### src/rtl/core/lts_pkg.sv
package lts_pkg;

  // Fixed field widths of the request and response transfers
  localparam int ADDR_W   = 16;
  localparam int ACTION_W = 2;
  localparam int CAP_W    = 4;
  localparam int OCC_W    = 4;
  localparam int COUNT_W  = 32;

  localparam logic [CAP_W-1:0] CAP_RESET = 4'd4;

  typedef enum logic [ACTION_W-1:0] {
    ACT_LOOKUP = 2'd0,
    ACT_INSERT = 2'd1,
    ACT_REMOVE = 2'd2
  } action_t;

  typedef struct packed {
    logic [ACTION_W-1:0] action;
    logic [ADDR_W-1:0]   address;
  } req_t;

  typedef struct packed {
    logic               hit;
    logic               evict_valid;
    logic [ADDR_W-1:0]  evicted_address;
    logic [OCC_W-1:0]   occupancy;
    logic [COUNT_W-1:0] hit_count;
    logic [COUNT_W-1:0] miss_count;
  } rsp_t;

endpackage

### src/rtl/core/lru_tag_store_top.sv
// Fully associative tag store with least-recently-used replacement.
//
// Channels (valid/ready, a transfer completes when both are high):
//   req  : one request per transfer: action (lookup, insert, remove) and address.
//   rsp  : one response per request, in request order: hit, eviction report,
//          occupancy after the request, saturating lookup hit/miss counts.
//   cfg  : capacity register write (4 bits); always ready. Write only while
//          no request is in flight.
// Timing: a request lands in the input register on its transfer; once the
//   response register is free or draining, the tag compare and rank update
//   run over all ENTRIES slots in parallel, commit the new state and load the
//   response register, and rsp_valid rises with that load. Throughput is one
//   request per cycle while rsp is not held, with back-to-back requests seeing
//   the state left by the one before.
// Stall: while rsp is held, the input register keeps its request and req_ready
//   drops once that register is full; nothing is lost or repeated.
// Reset: all entries invalid, occupancy and counters zero, capacity 4,
//   both pipeline registers empty. Tags are not cleared (read only when valid).
module lru_tag_store_top #(
  parameter int ENTRIES   = 8,
  parameter int ADDR_BITS = 16
) (
  input  logic                      clk,
  input  logic                      rst,
  input  logic                      req_valid,
  output logic                      req_ready,
  input  lts_pkg::req_t             req,
  output logic                      rsp_valid,
  input  logic                      rsp_ready,
  output lts_pkg::rsp_t             rsp,
  input  logic                      cfg_valid,
  output logic                      cfg_ready,
  input  logic [lts_pkg::CAP_W-1:0] cfg_data
);

  // Stored tag width: only the low ADDR_BITS (at most 16) of the 16-bit address matter
  localparam int TAG_W  = (ADDR_BITS < lts_pkg::ADDR_W) ? ADDR_BITS : lts_pkg::ADDR_W;
  localparam int RANK_W = (ENTRIES > 1) ? $clog2(ENTRIES) : 1;
  localparam int CNT_W  = $clog2(ENTRIES + 1);
  // Common width for comparing occupancy against capacity
  localparam int WIDE_W = (CNT_W > lts_pkg::CAP_W) ? CNT_W : lts_pkg::CAP_W;

  localparam logic [WIDE_W-1:0] ENTRIES_W = WIDE_W'(ENTRIES);

  // Input register
  lts_pkg::req_t item;
  logic          item_valid;

  // Entry state
  logic [TAG_W-1:0]  entry_tag         [ENTRIES];
  logic [TAG_W-1:0]  entry_tag_next    [ENTRIES];
  logic [ENTRIES-1:0] entry_valid, entry_valid_next;
  logic [RANK_W-1:0] recency_rank      [ENTRIES];
  logic [RANK_W-1:0] recency_rank_next [ENTRIES];
  logic [CNT_W-1:0]  entries_held, entries_held_next;
  logic [lts_pkg::COUNT_W-1:0] hits_seen, hits_seen_next;
  logic [lts_pkg::COUNT_W-1:0] misses_seen, misses_seen_next;
  logic [lts_pkg::CAP_W-1:0]   capacity;

  lts_pkg::rsp_t rsp_next;
  logic          advance;

  // Lookup side
  logic [TAG_W-1:0]   tag;
  logic [ENTRIES-1:0] match, victim, free_vec, free_oh;
  logic               hit_any, evict;
  logic [RANK_W-1:0]  hit_rank, last_rank;
  logic [TAG_W-1:0]   victim_tag;
  logic [WIDE_W-1:0]  cap_eff, held_w;

  // Input register moves on when the response register is free or draining
  assign advance   = item_valid && (!rsp_valid || rsp_ready);
  assign req_ready = !item_valid || advance;
  assign cfg_ready = 1'b1;

  always_comb begin
    tag       = item.address[TAG_W-1:0];
    last_rank = RANK_W'(entries_held - CNT_W'(1));

    // Parallel compare over all slots
    hit_rank   = '0;
    victim_tag = '0;
    for (int i = 0; i < ENTRIES; i++) begin
      match[i]  = entry_valid[i] && (entry_tag[i] == tag);
      victim[i] = entry_valid[i] && (recency_rank[i] == last_rank);
      hit_rank   = hit_rank | (match[i] ? recency_rank[i] : '0);
      victim_tag = victim_tag | (victim[i] ? entry_tag[i] : '0);
    end
    hit_any = |match;

    // Capacity clamped to 1..ENTRIES
    held_w  = WIDE_W'(entries_held);
    cap_eff = WIDE_W'(capacity);
    if (capacity == '0) begin
      cap_eff = WIDE_W'(1);
    end
    if (cap_eff > ENTRIES_W) begin
      cap_eff = ENTRIES_W;
    end

    evict = (item.action == lts_pkg::ACT_INSERT) && !hit_any &&
            (held_w >= cap_eff) && (entries_held != '0);

    // Lowest-index free slot, counting the slot the victim leaves
    free_vec = ~entry_valid | (evict ? victim : '0);
    free_oh  = free_vec & (~free_vec + ENTRIES'(1));

    entry_tag_next    = entry_tag;
    entry_valid_next  = entry_valid;
    recency_rank_next = recency_rank;
    entries_held_next = entries_held;
    hits_seen_next    = hits_seen;
    misses_seen_next  = misses_seen;

    unique case (item.action) inside
      lts_pkg::ACT_LOOKUP, lts_pkg::ACT_INSERT: begin
        if (hit_any) begin
          // Promote to most recent; younger entries age by one
          for (int i = 0; i < ENTRIES; i++) begin
            if (match[i]) begin
              recency_rank_next[i] = '0;
            end else if (entry_valid[i] && (recency_rank[i] < hit_rank)) begin
              recency_rank_next[i] = recency_rank[i] + RANK_W'(1);
            end
          end
          if (item.action == lts_pkg::ACT_LOOKUP && hits_seen != '1) begin
            hits_seen_next = hits_seen + lts_pkg::COUNT_W'(1);
          end
        end else if (item.action == lts_pkg::ACT_LOOKUP) begin
          if (misses_seen != '1) begin
            misses_seen_next = misses_seen + lts_pkg::COUNT_W'(1);
          end
        end else if (|free_oh) begin
          // Insert of an absent tag: drop victim, fill free slot, age the rest
          for (int i = 0; i < ENTRIES; i++) begin
            if (evict && victim[i]) begin
              entry_valid_next[i]  = 1'b0;
              recency_rank_next[i] = '0;
            end
            if (free_oh[i]) begin
              entry_tag_next[i]    = tag;
              entry_valid_next[i]  = 1'b1;
              recency_rank_next[i] = '0;
            end else if (entry_valid[i] && !(evict && victim[i])) begin
              recency_rank_next[i] = recency_rank[i] + RANK_W'(1);
            end
          end
          entries_held_next = evict ? entries_held : entries_held + CNT_W'(1);
        end
      end
      lts_pkg::ACT_REMOVE: begin
        if (hit_any) begin
          // Close the gap left in the rank order
          for (int i = 0; i < ENTRIES; i++) begin
            if (match[i]) begin
              entry_valid_next[i]  = 1'b0;
              recency_rank_next[i] = '0;
            end else if (entry_valid[i] && (recency_rank[i] > hit_rank)) begin
              recency_rank_next[i] = recency_rank[i] - RANK_W'(1);
            end
          end
          entries_held_next = entries_held - CNT_W'(1);
        end
      end
      default: begin
      end
    endcase

    rsp_next.hit             = hit_any;
    rsp_next.evict_valid     = evict;
    rsp_next.evicted_address = evict ? lts_pkg::ADDR_W'(victim_tag) : '0;
    rsp_next.occupancy       = lts_pkg::OCC_W'(entries_held_next);
    rsp_next.hit_count       = hits_seen_next;
    rsp_next.miss_count      = misses_seen_next;
  end

  // Control and entry state
  always_ff @(posedge clk) begin
    if (rst) begin
      item_valid   <= 1'b0;
      rsp_valid    <= 1'b0;
      entry_valid  <= '0;
      entries_held <= '0;
      hits_seen    <= '0;
      misses_seen  <= '0;
      capacity     <= lts_pkg::CAP_RESET;
      for (int i = 0; i < ENTRIES; i++) begin
        recency_rank[i] <= '0;
      end
    end else begin
      if (req_ready) begin
        item_valid <= req_valid;
      end
      if (advance) begin
        rsp_valid    <= 1'b1;
        entry_valid  <= entry_valid_next;
        entries_held <= entries_held_next;
        hits_seen    <= hits_seen_next;
        misses_seen  <= misses_seen_next;
        recency_rank <= recency_rank_next;
      end else if (rsp_ready) begin
        rsp_valid <= 1'b0;
      end
      if (cfg_valid) begin
        capacity <= cfg_data;
      end
    end
  end

  // Payload registers
  always_ff @(posedge clk) begin
    if (req_ready && req_valid) begin
      item <= req;
    end
    if (advance) begin
      rsp       <= rsp_next;
      entry_tag <= entry_tag_next;
    end
  end

endmodule
### config.mk
export PLATFORM = sky130hd
export DESIGN_NAME = lru_tag_store_top
export DESIGN_NICKNAME = d
export VERILOG_FILES = /design/src/rtl/core/lts_pkg.sv /design/src/rtl/core/lru_tag_store_top.sv
export SDC_FILE = /design/constraint.sdc
export NUM_CORES = 1
export LEC_CHECK = 0
export BUFFER_PORTS_ARGS = -buffer_cell sky130_fd_sc_hd__buf_2
export CORE_ASPECT_RATIO = 0.75
export CORE_MARGIN = 8
export CORE_UTILIZATION = 35
export DETAILED_ROUTE_END_ITERATION = 12
export MAX_ROUTING_LAYER = met4
export REMOVE_ABC_BUFFERS = 1
export SYNTH_ARGS = -nofsm -noshare
export SYNTH_HDL_FRONTEND = slang
export SYNTH_SLANG_ARGS = --single-unit
### constraint.sdc
create_clock -name clk -period 5.95 [get_ports clk]
set_input_delay 0.595 -clock clk [delete_from_list [all_inputs] [get_ports clk]]
set_output_delay 0.595 -clock clk [all_outputs]
set_load 0.02 [all_outputs]
==> flow_summary.yaml, run 1 <==
outcome:
  result_of_the_run: "finished clean"
power:
  total_power_divided_by_cell_area_mw_per_mm2: 259
  combPwrFrac_pct: 7.1
  ir_drop_mv: 0.161
  cell_internal_pwr_w: 0.00401
  netSwitchingFraction_pct: 24.5
  p_leak_nw: 6.99
  power.net_switching_w: 0.00130
  clock_power_share_pct: 43.8
  sequentialPowerShare_pct: 49.2
drt:
  detailed_route_wire_length_mm: 57.3
  drt_first_iter_violations: 1616
  detailedRoute.firstPassIterationCount: 5
  vias: 13700
  route.antenna.remaining_nets: 0
  viasPerCell: 5.61
  post_route_drc_violation_count: 0
  routedWlPerCell_um: 23.4
sta:
  setup_viol: 0
  slew_headroom_pct: 23.3
  hold_viol_final: 0
  least_setup_slack_across_all_paths_after_layout_ps: 611
  worst_slew_pin_slew_ps: 1150
  finalMaxSlewViolations: 0
  clock_skew_ps: 33.5
  rsz_0062_raised_after_global_routing: "false"
  max_freq_mhz: 187
  final_critical_period_ps: 5340
  fin_crit_sh_pct: 89.7
synthesis:
  syn_inst: 1652
  synth_area_leader_cell: "sky130_fd_sc_hd__edfxtp_1"
  synth-seq-area-share_pct: 50.8
  post_synth_cell_types: 90
  synthesis.area_per_instance_um2: 10.8
  area_of_the_mapped_netlist_mm2: 0.0179
  yosys_most_used_dff: "sky130_fd_sc_hd__edfxtp_1"
  synth.ff_latch_count: 338
  synthesis.yosys.warnings: 0
  synthDominantCellAreaShare_pct: 38.9
  synth.top_cells.by_area: "sky130_fd_sc_hd__edfxtp_1 39%, sky130_fd_sc_hd__dfxtp_1 12%, sky130_fd_sc_hd__xnor2_1 7.7%"
  share_of_synthesized_registers_carrying_an_async_set_or_reset_pct: 0
  synth_enable_flop_cells: 232
clock_tree:
  worstSkewPairLatency_ps: 560
  max-clock-path-buffers: 3
  post_cts_hold_buffer_count: 0
  clk_pin_slew_worst_paths_ps: 70
  post_cts_buffers: 0
  clk_root_buffer_cell: "sky130_fd_sc_hd__clkbuf_16"
  ctsResizeCount: 0
  h-tree-depth: 2
  cts_tree: "built"
  clock_sinks: 338
  cts-buffers-inserted: 37
global_routing:
  groute.layer.met3.usage_pct: 3.70
  gr_busiest_metal: "met1"
  grt_first_pass_wirelength_mm: 86.0
  groute.usage.overall_pct: 19.5
  first_global_vias: 13100
  grt_antenna_before_repair: 0
  gr-usage-met2_pct: 27.3
  grt_max_degree: 66
  global_route.overflow_total: 0
  met1_usage_pct: 29.1
die:
  die_w_um: 277
  row_count: 71
  boundaryPins: 116
  core-area_mm2: 0.0504
  die_height_um: 212
  initial_cell_density_of_the_core_pct: 35.5
  die_area_mm2: 0.0587
critical_path:
  worst_case_reg_to_reg_path_depth: 12
  crit_path_kind: "reg -> reg"
  cp-end-kind: "flop"
  worst-endpoint-required_ps: 6150
  cp-start-kind: "flop"
  critical_path_arrival_ps: 5540
  critPathMaxFanout: 20
  reg2reg_slack_ps: 610
place:
  place_congestion: 0.976
  portBuffers: 114
  detailedPlace.worstSlack_ps: 658
  placed_cell_area_mm2: 0.0192
  detailedPlacementHpwl_mm: 40.4
finish:
  stdcell_area_mm2: 0.0205
  drive_above_1_share_pct: 15.2
  area.growth.synth_to_final_pct: 14.3
  antennaDiodeCount: 0
  final_stage_net_count: 1834
  fin_util_pct: 40.6
run:
  maxCapViolCount: 0
hold_path:
  worstHoldPathCells: 1
  min-delay-path-class: "in -> reg"
[registers in the layout, summed over array words and instances, names as in the netlist, 2 cells and up]
name / cells
tag: 16
capacity: 4
rsp: 86
entries_held: 4
hits_seen: 32
misses_seen: 32
entry_valid: 8
item: 2
recency_rank: 24
entry_tag: 128
[critical path, cell delays in order (launching register included)]
cell and delay, ps:
sky130_fd_sc_hd__dfxtp_1 810, sky130_fd_sc_hd__inv_1 290, sky130_fd_sc_hd__ha_1 870, sky130_fd_sc_hd__xnor2_1 200, sky130_fd_sc_hd__nor4_2 250, sky130_fd_sc_hd__buf_4 370
sky130_fd_sc_hd__nor4_1 110, sky130_fd_sc_hd__a211oi_1 450, sky130_fd_sc_hd__a211oi_4 190, sky130_fd_sc_hd__o21ai_2 220, sky130_fd_sc_hd__nand3_1 390, sky130_fd_sc_hd__a2111oi_4 400
sky130_fd_sc_hd__buf_4 410
[logic make-up (layout without fill, tap and decap cells)]
family | after synthesis | after routing | synth area share [%]
AOI/OAI and AO/OA | 259 | 259 | 10.8
buffers and inverters | 136 | 271 | 3.33
muxes | 35 | 35 | 2.04
DFF | 338 | 338 | 50.8
xor gates and xnor gates | 277 | 277 | 13.8
other | 1 | 1 | 0.0210
and+or+nand+nor | 558 | 558 | 15.9
adders and majority gates | 48 | 48 | 3.36
[power by group through the flow]
stage / Clock [W] / Sequential (W) / Combinational (W)
CTS: 0.00237 / 0.00261 / 0.000372
floorplan: 0 / 0.00269 / 0.000173
global route: 0.00245 / 0.00261 / 0.000400
finish: 0.00232 / 0.00261 / 0.000374
detailed placement: 0 / 0.00266 / 0.000370
global placement: 0 / 0.00266 / 0.000368
[routing by layer]
metal	routed length (µm)	part of all wire, %	vias to the layer above
met1	27400	48	6698
li1	-	-	6265
met4	862	1.5	0
met2	23500	41	672
met5	0	0	-
met3	5590	9.8	67
[layout make-up]
cell class	count	area [µm²]
fillers	4826	29900
flip-flops and latches	338	9090
multi-input cells	1178	8260
clock buffers	48	1040
repair buffers	156	888
well taps	657	822
inverters	48	184
clock inverters	19	171
[cells in the mapped netlist (8+ instances only)]
library cell,n
sky130_fd_sc_hd__o21a_1,8
sky130_fd_sc_hd__nand2b_1,11
sky130_fd_sc_hd__a221oi_1,25
sky130_fd_sc_hd__nand4_1,41
sky130_fd_sc_hd__o31ai_1,8
sky130_fd_sc_hd__a22oi_1,38
sky130_fd_sc_hd__edfxtp_1,232
sky130_fd_sc_hd__nor2_1,162
sky130_fd_sc_hd__clkbuf_1,55
sky130_fd_sc_hd__nand3_1,69
sky130_fd_sc_hd__o21ai_0,27
sky130_fd_sc_hd__buf_2,13
sky130_fd_sc_hd__dfxtp_1,106
sky130_fd_sc_hd__nor4_1,17
sky130_fd_sc_hd__nor3b_1,8
sky130_fd_sc_hd__ha_1,48
sky130_fd_sc_hd__or4_1,16
sky130_fd_sc_hd__and3_1,30
sky130_fd_sc_hd__and4_1,13
sky130_fd_sc_hd__nor2b_1,8
sky130_fd_sc_hd__inv_1,45
sky130_fd_sc_hd__a21oi_1,40
sky130_fd_sc_hd__nand2_1,101
sky130_fd_sc_hd__a31oi_1,23
sky130_fd_sc_hd__nor3_1,44
sky130_fd_sc_hd__mux2_2,12
sky130_fd_sc_hd__xor2_1,116
sky130_fd_sc_hd__a22o_1,21
sky130_fd_sc_hd__mux2i_1,23
sky130_fd_sc_hd__or3_1,8
sky130_fd_sc_hd__buf_4,8
sky130_fd_sc_hd__a21o_1,11
sky130_fd_sc_hd__xnor2_1,158
[stage by stage]
stage                     setup TNS, ps  total power (W)  hold slack, ps  instances
after floorplan                   -8910          0.00286             453       1564
after global placement                0          0.00302             475       2377
after detailed placement              0          0.00303             482       2377
after CTS                             0          0.00535             183       2444
after global routing                  0          0.00547             189       2444
final                                 0          0.00530             208       2444
[cells in the final DEF, fill, tap and decap left out, drive strengths merged, types with 30 or more instances in the layout]
| cell | count |
|---|---|
| edfxtp | 232 |
| nor2 | 164 |
| xnor2 | 159 |
| buf | 156 |
| xor2 | 116 |
| dfxtp | 106 |
| nand2 | 102 |
| nand3 | 70 |
| inv | 50 |
| ha | 48 |
| clkbuf | 48 |
| nor3 | 46 |
| nand4 | 41 |
| a21oi | 40 |
| a22oi | 39 |
| and3 | 30 |
[path summary, 6_finish.rpt]
check / from / endpoint
max: entries_held[0] / entry_tag[82]
min: req[5] / tag[5]
max reg2reg: entries_held[0] / entry_tag[82]
min reg2reg: misses_seen[1] / misses_seen[1]
Power figures use the tool's default switching activity.
==> run 2: changes to the inputs <==
--- a/config.mk
+++ b/config.mk
@@ -6,11 +6,13 @@
 export NUM_CORES = 1
 export LEC_CHECK = 0
 export BUFFER_PORTS_ARGS = -buffer_cell sky130_fd_sc_hd__buf_2
+export CELL_PAD_IN_SITES_DETAIL_PLACEMENT = 2
+export CELL_PAD_IN_SITES_GLOBAL_PLACEMENT = 2
 export CORE_ASPECT_RATIO = 0.75
 export CORE_MARGIN = 8
 export CORE_UTILIZATION = 35
 export DETAILED_ROUTE_END_ITERATION = 12
-export MAX_ROUTING_LAYER = met4
+export PLACE_DENSITY_LB_ADDON = 0.1
 export REMOVE_ABC_BUFFERS = 1
 export SYNTH_ARGS = -nofsm -noshare
 export SYNTH_HDL_FRONTEND = slang
==> flow_summary.yaml, run 2 (synthesis results as in run 1) <==
clock_tree:
  cts_tree: "built"
  post_cts_buffers: 0
  post_cts_hold_buffer_count: 0
  worstSkewPairLatency_ps: 570
  h-tree-depth: 2
  clk_root_buffer_cell: "sky130_fd_sc_hd__clkbuf_16"
  clock_sinks: 338
  clk_pin_slew_worst_paths_ps: 60
  ctsResizeCount: 0
  max-clock-path-buffers: 3
  cts-buffers-inserted: 39
sta:
  finalMaxSlewViolations: 0
  slew_headroom_pct: 14.8
  hold_viol_final: 0
  rsz_0062_raised_after_global_routing: "false"
  max_freq_mhz: 184
  setup_viol: 0
  least_setup_slack_across_all_paths_after_layout_ps: 523
  setup-tns-final_ps: 0
  worst_slew_pin_slew_ps: 1270
  final_critical_period_ps: 5430
  fin_crit_sh_pct: 91.2
  clock_skew_ps: 26.7
place:
  detailedPlacementHpwl_mm: 46.1
  portBuffers: 114
  place_congestion: 0.854
  detailedPlace.worstSlack_ps: 564
finish:
  layout_common_cells: "232 x sky130_fd_sc_hd__edfxtp_1, 160 x sky130_fd_sc_hd__nor2_1, 158 x sky130_fd_sc_hd__xnor2_1, 116 x sky130_fd_sc_hd__xor2_1, 113 x sky130_fd_sc_hd__buf_2"
  largest_register_ff_count: 128
  final_stage_net_count: 1840
  reg.largest.list: "entry_tag x128, rsp x86"
  drive_above_1_share_pct: 15.6
  antennaDiodeCount: 0
  registers.top_by_ff_count: "entry_tag"
  final_common_cell: "sky130_fd_sc_hd__edfxtp_1"
  area.growth.synth_to_final_pct: 14.9
global_routing:
  grt_max_degree: 54
  grt_antenna_before_repair: 1
  first_global_vias: 14800
  global_route.overflow_total: 0
  grt_first_pass_wirelength_mm: 96.4
  groute.usage.overall_pct: 21.4
drt:
  detailedRoute.firstPassIterationCount: 5
  drt_first_iter_violations: 1006
  detailed_route_wire_length_mm: 63.9
  route.antenna.remaining_nets: 0
  viasPerCell: 5.69
  post_route_drc_violation_count: 0
  vias: 13900
  routedWlPerCell_um: 26.1
die:
  initial_cell_density_of_the_core_pct: 35.5
  die_area_mm2: 0.0587
  row_count: 71
  die_height_um: 212
  boundaryPins: 116
  die_w_um: 277
  core-area_mm2: 0.0504
critical_path:
  worst_case_reg_to_reg_path_depth: 12
  critPathMaxFanout: 18
  cp-start-kind: "flop"
  worst-endpoint-required_ps: 6180
  critical_path_arrival_ps: 5650
  cp-end-kind: "flop"
  reg2reg_slack_ps: 520
  worstReg2RegEnd: "entry_tag[81]"
  crit_path_kind: "reg -> reg"
  regToRegStartpoint: "entries_held[0]"
power:
  sequentialPowerShare_pct: 48.1
  clock_power_share_pct: 44.9
  cell_internal_pwr_w: 0.00407
  combPwrFrac_pct: 7.0
  p_leak_nw: 7.05
  power.net_switching_w: 0.00136
  ir_drop_mv: 0.223
  total_power_divided_by_cell_area_mw_per_mm2: 264
  netSwitchingFraction_pct: 25.0
hold_path:
  min_to: "tag[13]"
  worstHoldPathCells: 1
  hold_path_startpoint: "req[13]"
  min-delay-path-class: "in -> reg"
run:
  maxCapViolCount: 0
outcome:
  result_of_the_run: "finished clean"
## run 2: changes by cell type in the layout (fill, tap and decap cells not counted), sizes merged
cell and change:
clkinv +4, buf +4, clkbuf +3, inv -3
## run 2: layout make-up
class	instances	area, µm²
clock buffer	51	1090
clock inverter	20	166
fill	5265	29800
inverter	48	186
multi-input combinational	1178	8280
sequential	338	9090
tap	657	822
timing repair buffer	160	918
## run 2: power by group through the flow
stage	Clock [W]	Sequential (W)	Combinational, W
final	0.00244	0.00261	0.000379
after CTS	0.00251	0.00261	0.000381
after detailed placement	0	0.00266	0.000379
after floorplan	0	0.00269	0.000173
after global placement	0	0.00265	0.000371
after global routing	0.00258	0.00261	0.000407
## run 2: worst max path at each step
stage | startpoint | to | slack [ps] | cells after the start
finish | entries_held[0] | entry_tag[81] | 520 | 12
global route | entries_held[0] | entry_tag[81] | 200 | 12
CTS | entries_held[0] | entry_tag[81] | 550 | 12
detailed placement | entries_held[0] | entry_tag[81] | 560 | 12
global placement | entries_held[0] | entry_tag[93] | 620 | 12
floorplan | rsp_ready | entry_tag[32] | -250 | 5
## run 2: stage by stage
stage / area (µm²) / hold slack, ps / power (W) / std cells / utilization [%]
finish: 20600 / 195 / 0.00542 / 2452 / 40.8
global route: 20600 / 177 / 0.00560 / 2452 / 40.8
global placement: 19300 / 479 / 0.00302 / 2381 / 38.3
floorplan: 17500 / 453 / 0.00286 / 1564 / -
CTS: 20600 / 166 / 0.00550 / 2452 / 40.8
detailed placement: 19300 / 493 / 0.00304 / 2381 / 38.3
## run 2: worst max-delay path, cell delays in order, from the launching register on
cell and delay [ps]:
sky130_fd_sc_hd__dfxtp_1 820, sky130_fd_sc_hd__inv_1 270, sky130_fd_sc_hd__ha_1 410, sky130_fd_sc_hd__xnor3_1 240
sky130_fd_sc_hd__and4_1 980, sky130_fd_sc_hd__nand2b_1 380, sky130_fd_sc_hd__nor4_1 100, sky130_fd_sc_hd__a211oi_1 400
sky130_fd_sc_hd__a211oi_4 170, sky130_fd_sc_hd__o21ai_2 180, sky130_fd_sc_hd__nand3_1 380, sky130_fd_sc_hd__a2111oi_4 380
sky130_fd_sc_hd__buf_4 370
## run 2: routing by layer
layer	vias to the layer above	wire length [µm]	global-route usage, %
met2	418	27100	31.9
met5	-	0	0
li1	6267	-	-
met4	0	1310	5.50
met1	7169	30300	30.1
met3	87	5170	6.28
==> run 3: changes to the inputs <==
--- a/config.mk
+++ b/config.mk
@@ -5,12 +5,13 @@
 export SDC_FILE = /design/constraint.sdc
 export NUM_CORES = 1
 export LEC_CHECK = 0
+export ABC_AREA = 1
 export BUFFER_PORTS_ARGS = -buffer_cell sky130_fd_sc_hd__buf_2
 export CELL_PAD_IN_SITES_DETAIL_PLACEMENT = 2
 export CELL_PAD_IN_SITES_GLOBAL_PLACEMENT = 2
 export CORE_ASPECT_RATIO = 0.75
 export CORE_MARGIN = 8
-export CORE_UTILIZATION = 35
+export CORE_UTILIZATION = 38
 export DETAILED_ROUTE_END_ITERATION = 12
 export PLACE_DENSITY_LB_ADDON = 0.1
 export REMOVE_ABC_BUFFERS = 1
==> flow_summary.yaml, run 3 <==
outcome:
  result_of_the_run: "finished clean"
sta:
  worst_slew_pin_slew_ps: 995
  finalMaxSlewViolations: 0
  fin_crit_sh_pct: 81.7
  least_setup_slack_across_all_paths_after_layout_ps: 1090
  final_critical_period_ps: 4860
  clock_skew_ps: 20.9
  setup_viol: 0
  hold_viol_final: 0
  max_freq_mhz: 206
  slew_headroom_pct: 33.7
  hold_ws_ps: 205
  rsz_0062_raised_after_global_routing: "false"
clock_tree:
  ctsResizeCount: 0
  clk_pin_slew_worst_paths_ps: 60
  clock_sinks: 338
  h-tree-depth: 2
  cts_tree: "built"
  max-clock-path-buffers: 3
  worstSkewPairLatency_ps: 570
  clk_root_buffer_cell: "sky130_fd_sc_hd__clkbuf_16"
  post_cts_buffers: 0
  post_cts_hold_buffer_count: 0
  cts-buffers-inserted: 38
critical_path:
  crit_path_kind: "reg -> reg"
  crit_slowest_cell: "sky130_fd_sc_hd__and2_1"
  worstReg2RegEnd: "entry_tag[68]"
  worst_case_reg_to_reg_path_depth: 15
  regToRegStartpoint: "entries_held[1]"
  timing.critical_path.slowest_cell_delay_ps: 740
  cp_cell_sequence: "inv_1, ha_1, buf_4, inv_1, o21ai_0, a211oi_1, and2_1, nand4_1, nand2_1, o21ai_2, nand4_4, nand2_2, nor2_2, nand3_1, inv_1"
  cp-start-kind: "flop"
  critPathMaxFanout: 16
  crit_top_cell: "sky130_fd_sc_hd__inv_1"
  reg2reg_slack_ps: 1090
  worst-endpoint-required_ps: 6150
  critical_path_arrival_ps: 5060
  cp-end-kind: "flop"
die:
  core-area_mm2: 0.0498
  initial_cell_density_of_the_core_pct: 38.3
  die_area_mm2: 0.0577
  die_w_um: 275
  row_count: 71
  die_height_um: 210
  boundaryPins: 116
finish:
  final_cell_count_no_fill: 3106
  area.growth.synth_to_final_pct: 13.9
  final_stage_net_count: 2497
  final_common_cell: "sky130_fd_sc_hd__nand2_1"
  largest_register_ff_count: 128
  layout_common_cells: "514 x sky130_fd_sc_hd__nand2_1, 314 x sky130_fd_sc_hd__inv_1, 232 x sky130_fd_sc_hd__edfxtp_1, 206 x sky130_fd_sc_hd__nor2_1, 132 x sky130_fd_sc_hd__o21ai_0"
  registers.top_by_ff_count: "entry_tag"
  antennaDiodeCount: 0
  drive_above_1_share_pct: 12.0
  reg.largest.list: "entry_tag x128, rsp x86"
global_routing:
  grt_antenna_before_repair: 4
  first_global_vias: 19300
  groute.usage.overall_pct: 27.2
  global_route.overflow_total: 0
  grt_max_degree: 92
  grt_first_pass_wirelength_mm: 120
synthesis:
  synth_area_leader_cell: "sky130_fd_sc_hd__edfxtp_1"
  yosys_most_used_dff: "sky130_fd_sc_hd__edfxtp_1"
  synth-seq-area-share_pct: 47.6
  synth_enable_flop_cells: 232
  synth.top_cells.by_area: "sky130_fd_sc_hd__edfxtp_1 37%, sky130_fd_sc_hd__dfxtp_1 11%, sky130_fd_sc_hd__nand2_1 10%"
  synthesis.area_per_instance_um2: 8.33
  synthDominantCellAreaShare_pct: 36.5
  syn_inst: 2292
  synthesis.yosys.warnings: 0
  synth.ff_latch_count: 338
  share_of_synthesized_registers_carrying_an_async_set_or_reset_pct: 0
  synthTopCellsByCount: "515 x sky130_fd_sc_hd__nand2_1, 315 x sky130_fd_sc_hd__inv_1, 232 x sky130_fd_sc_hd__edfxtp_1"
  most_instantiated_library_cell_after_synthesis: "sky130_fd_sc_hd__nand2_1"
  post_synth_cell_types: 67
  area_of_the_mapped_netlist_mm2: 0.0191
drt:
  detailed_route_wire_length_mm: 79.4
  routedWlPerCell_um: 25.6
  drt_first_iter_violations: 1362
  detailedRoute.firstPassIterationCount: 5
  viasPerCell: 5.65
  route.antenna.remaining_nets: 0
  vias: 17600
  post_route_drc_violation_count: 0
place:
  portBuffers: 114
  detailedPlacementHpwl_mm: 59.4
  placed_cells: 3039
  place_congestion: 0.936
  detailedPlace.worstSlack_ps: 1120
hold_path:
  min_to: "tag[8]"
  worstHoldPathCells: 1
  min-delay-path-class: "in -> reg"
  hold_path_startpoint: "req[8]"
run:
  maxCapViolCount: 0
power:
  report.power.total_w: 0.00574
  ir_drop_mv: 0.198
  total_power_divided_by_cell_area_mw_per_mm2: 264
  p_leak_nw: 9.24
run 3: cell count changes in the layout (fill, tap and decap cells not counted), moves of 46 or more:
cell,before,now
sky130_fd_sc_hd__xnor2_1,158,37
sky130_fd_sc_hd__o21ai_0,27,132
sky130_fd_sc_hd__nand2_1,101,514
sky130_fd_sc_hd__inv_1,44,314
sky130_fd_sc_hd__a21oi_1,40,108
sky130_fd_sc_hd__nor2_1,160,206
run 3: worst max path at each step:
stage	end	cells after the start	start	slack (ps)
global placement	entry_tag[68]	15	entries_held[1]	1220
finish	entry_tag[68]	15	entries_held[1]	1090
detailed placement	entry_tag[76]	15	entries_held[1]	1120
CTS	entry_tag[75]	15	entries_held[1]	1060
floorplan	entry_tag[100]	8	rsp_ready	-1000
global route	entry_tag[69]	15	entries_held[1]	770
run 3: kinds of logic (layout without fill, tap and decap cells):
kind of cell / after synthesis / count (layout) / synth area share, %
multiplexers: 2 / 2 / 0.105
buffers and inverters: 399 / 556 / 8.33
AO/OA/AOI/OAI: 360 / 360 / 10.9
adder cells (fa/ha/maj): 48 / 48 / 3.15
flip-flops: 338 / 338 / 47.6
AND/OR/NAND/NOR: 1027 / 1027 / 24.5
XOR/XNOR: 117 / 117 / 5.37
other: 1 / 1 / 0.0197
run 3: routing by layer:
metal  vias to the layer above  global-route usage, %  share of wire, %
met3                       138                   5.92               7.8
met4                         4                   7.41               2.5
met1                      8891                   38.1                46
li1                       7943                      -                 -
met2                       582                   42.4                44
met5                         -                      0             0.018
run 3: through the flow:
step	util [%]	cell area (µm²)	setup TNS (ps)
after detailed placement	41.1	20500	0
after CTS	43.6	21700	0
after global placement	41.1	20500	0
after floorplan	-	18700	-57330
after global routing	43.6	21700	0
final	43.6	21700	0
run 3: power by group:
part | switching (W) | internal (W)
Sequential | 0.0000767 | 0.00260
Combinational | 0.000441 | 0.000168
Clock | 0.00102 | 0.00142
run 3: worst max-delay path, delay by kind of cell (launching register included):
kind / cells / cell delay, ps
and+or+nand+nor: 7 / 2020
buffers and inverters: 4 / 1250
AOI/OAI and AO/OA: 3 / 480
DFF: 1 / 430
adders and majority gates: 1 / 290
run 3: layout make-up:
class / count / area [µm²]
fillers: 5586 / 28100
flip-flops and latches: 338 / 9090
multi-input cells: 1555 / 8420
inverters: 333 / 1250
clock buffers: 47 / 1000
repair buffers: 156 / 886
well taps: 657 / 822
clock inverters: 20 / 249
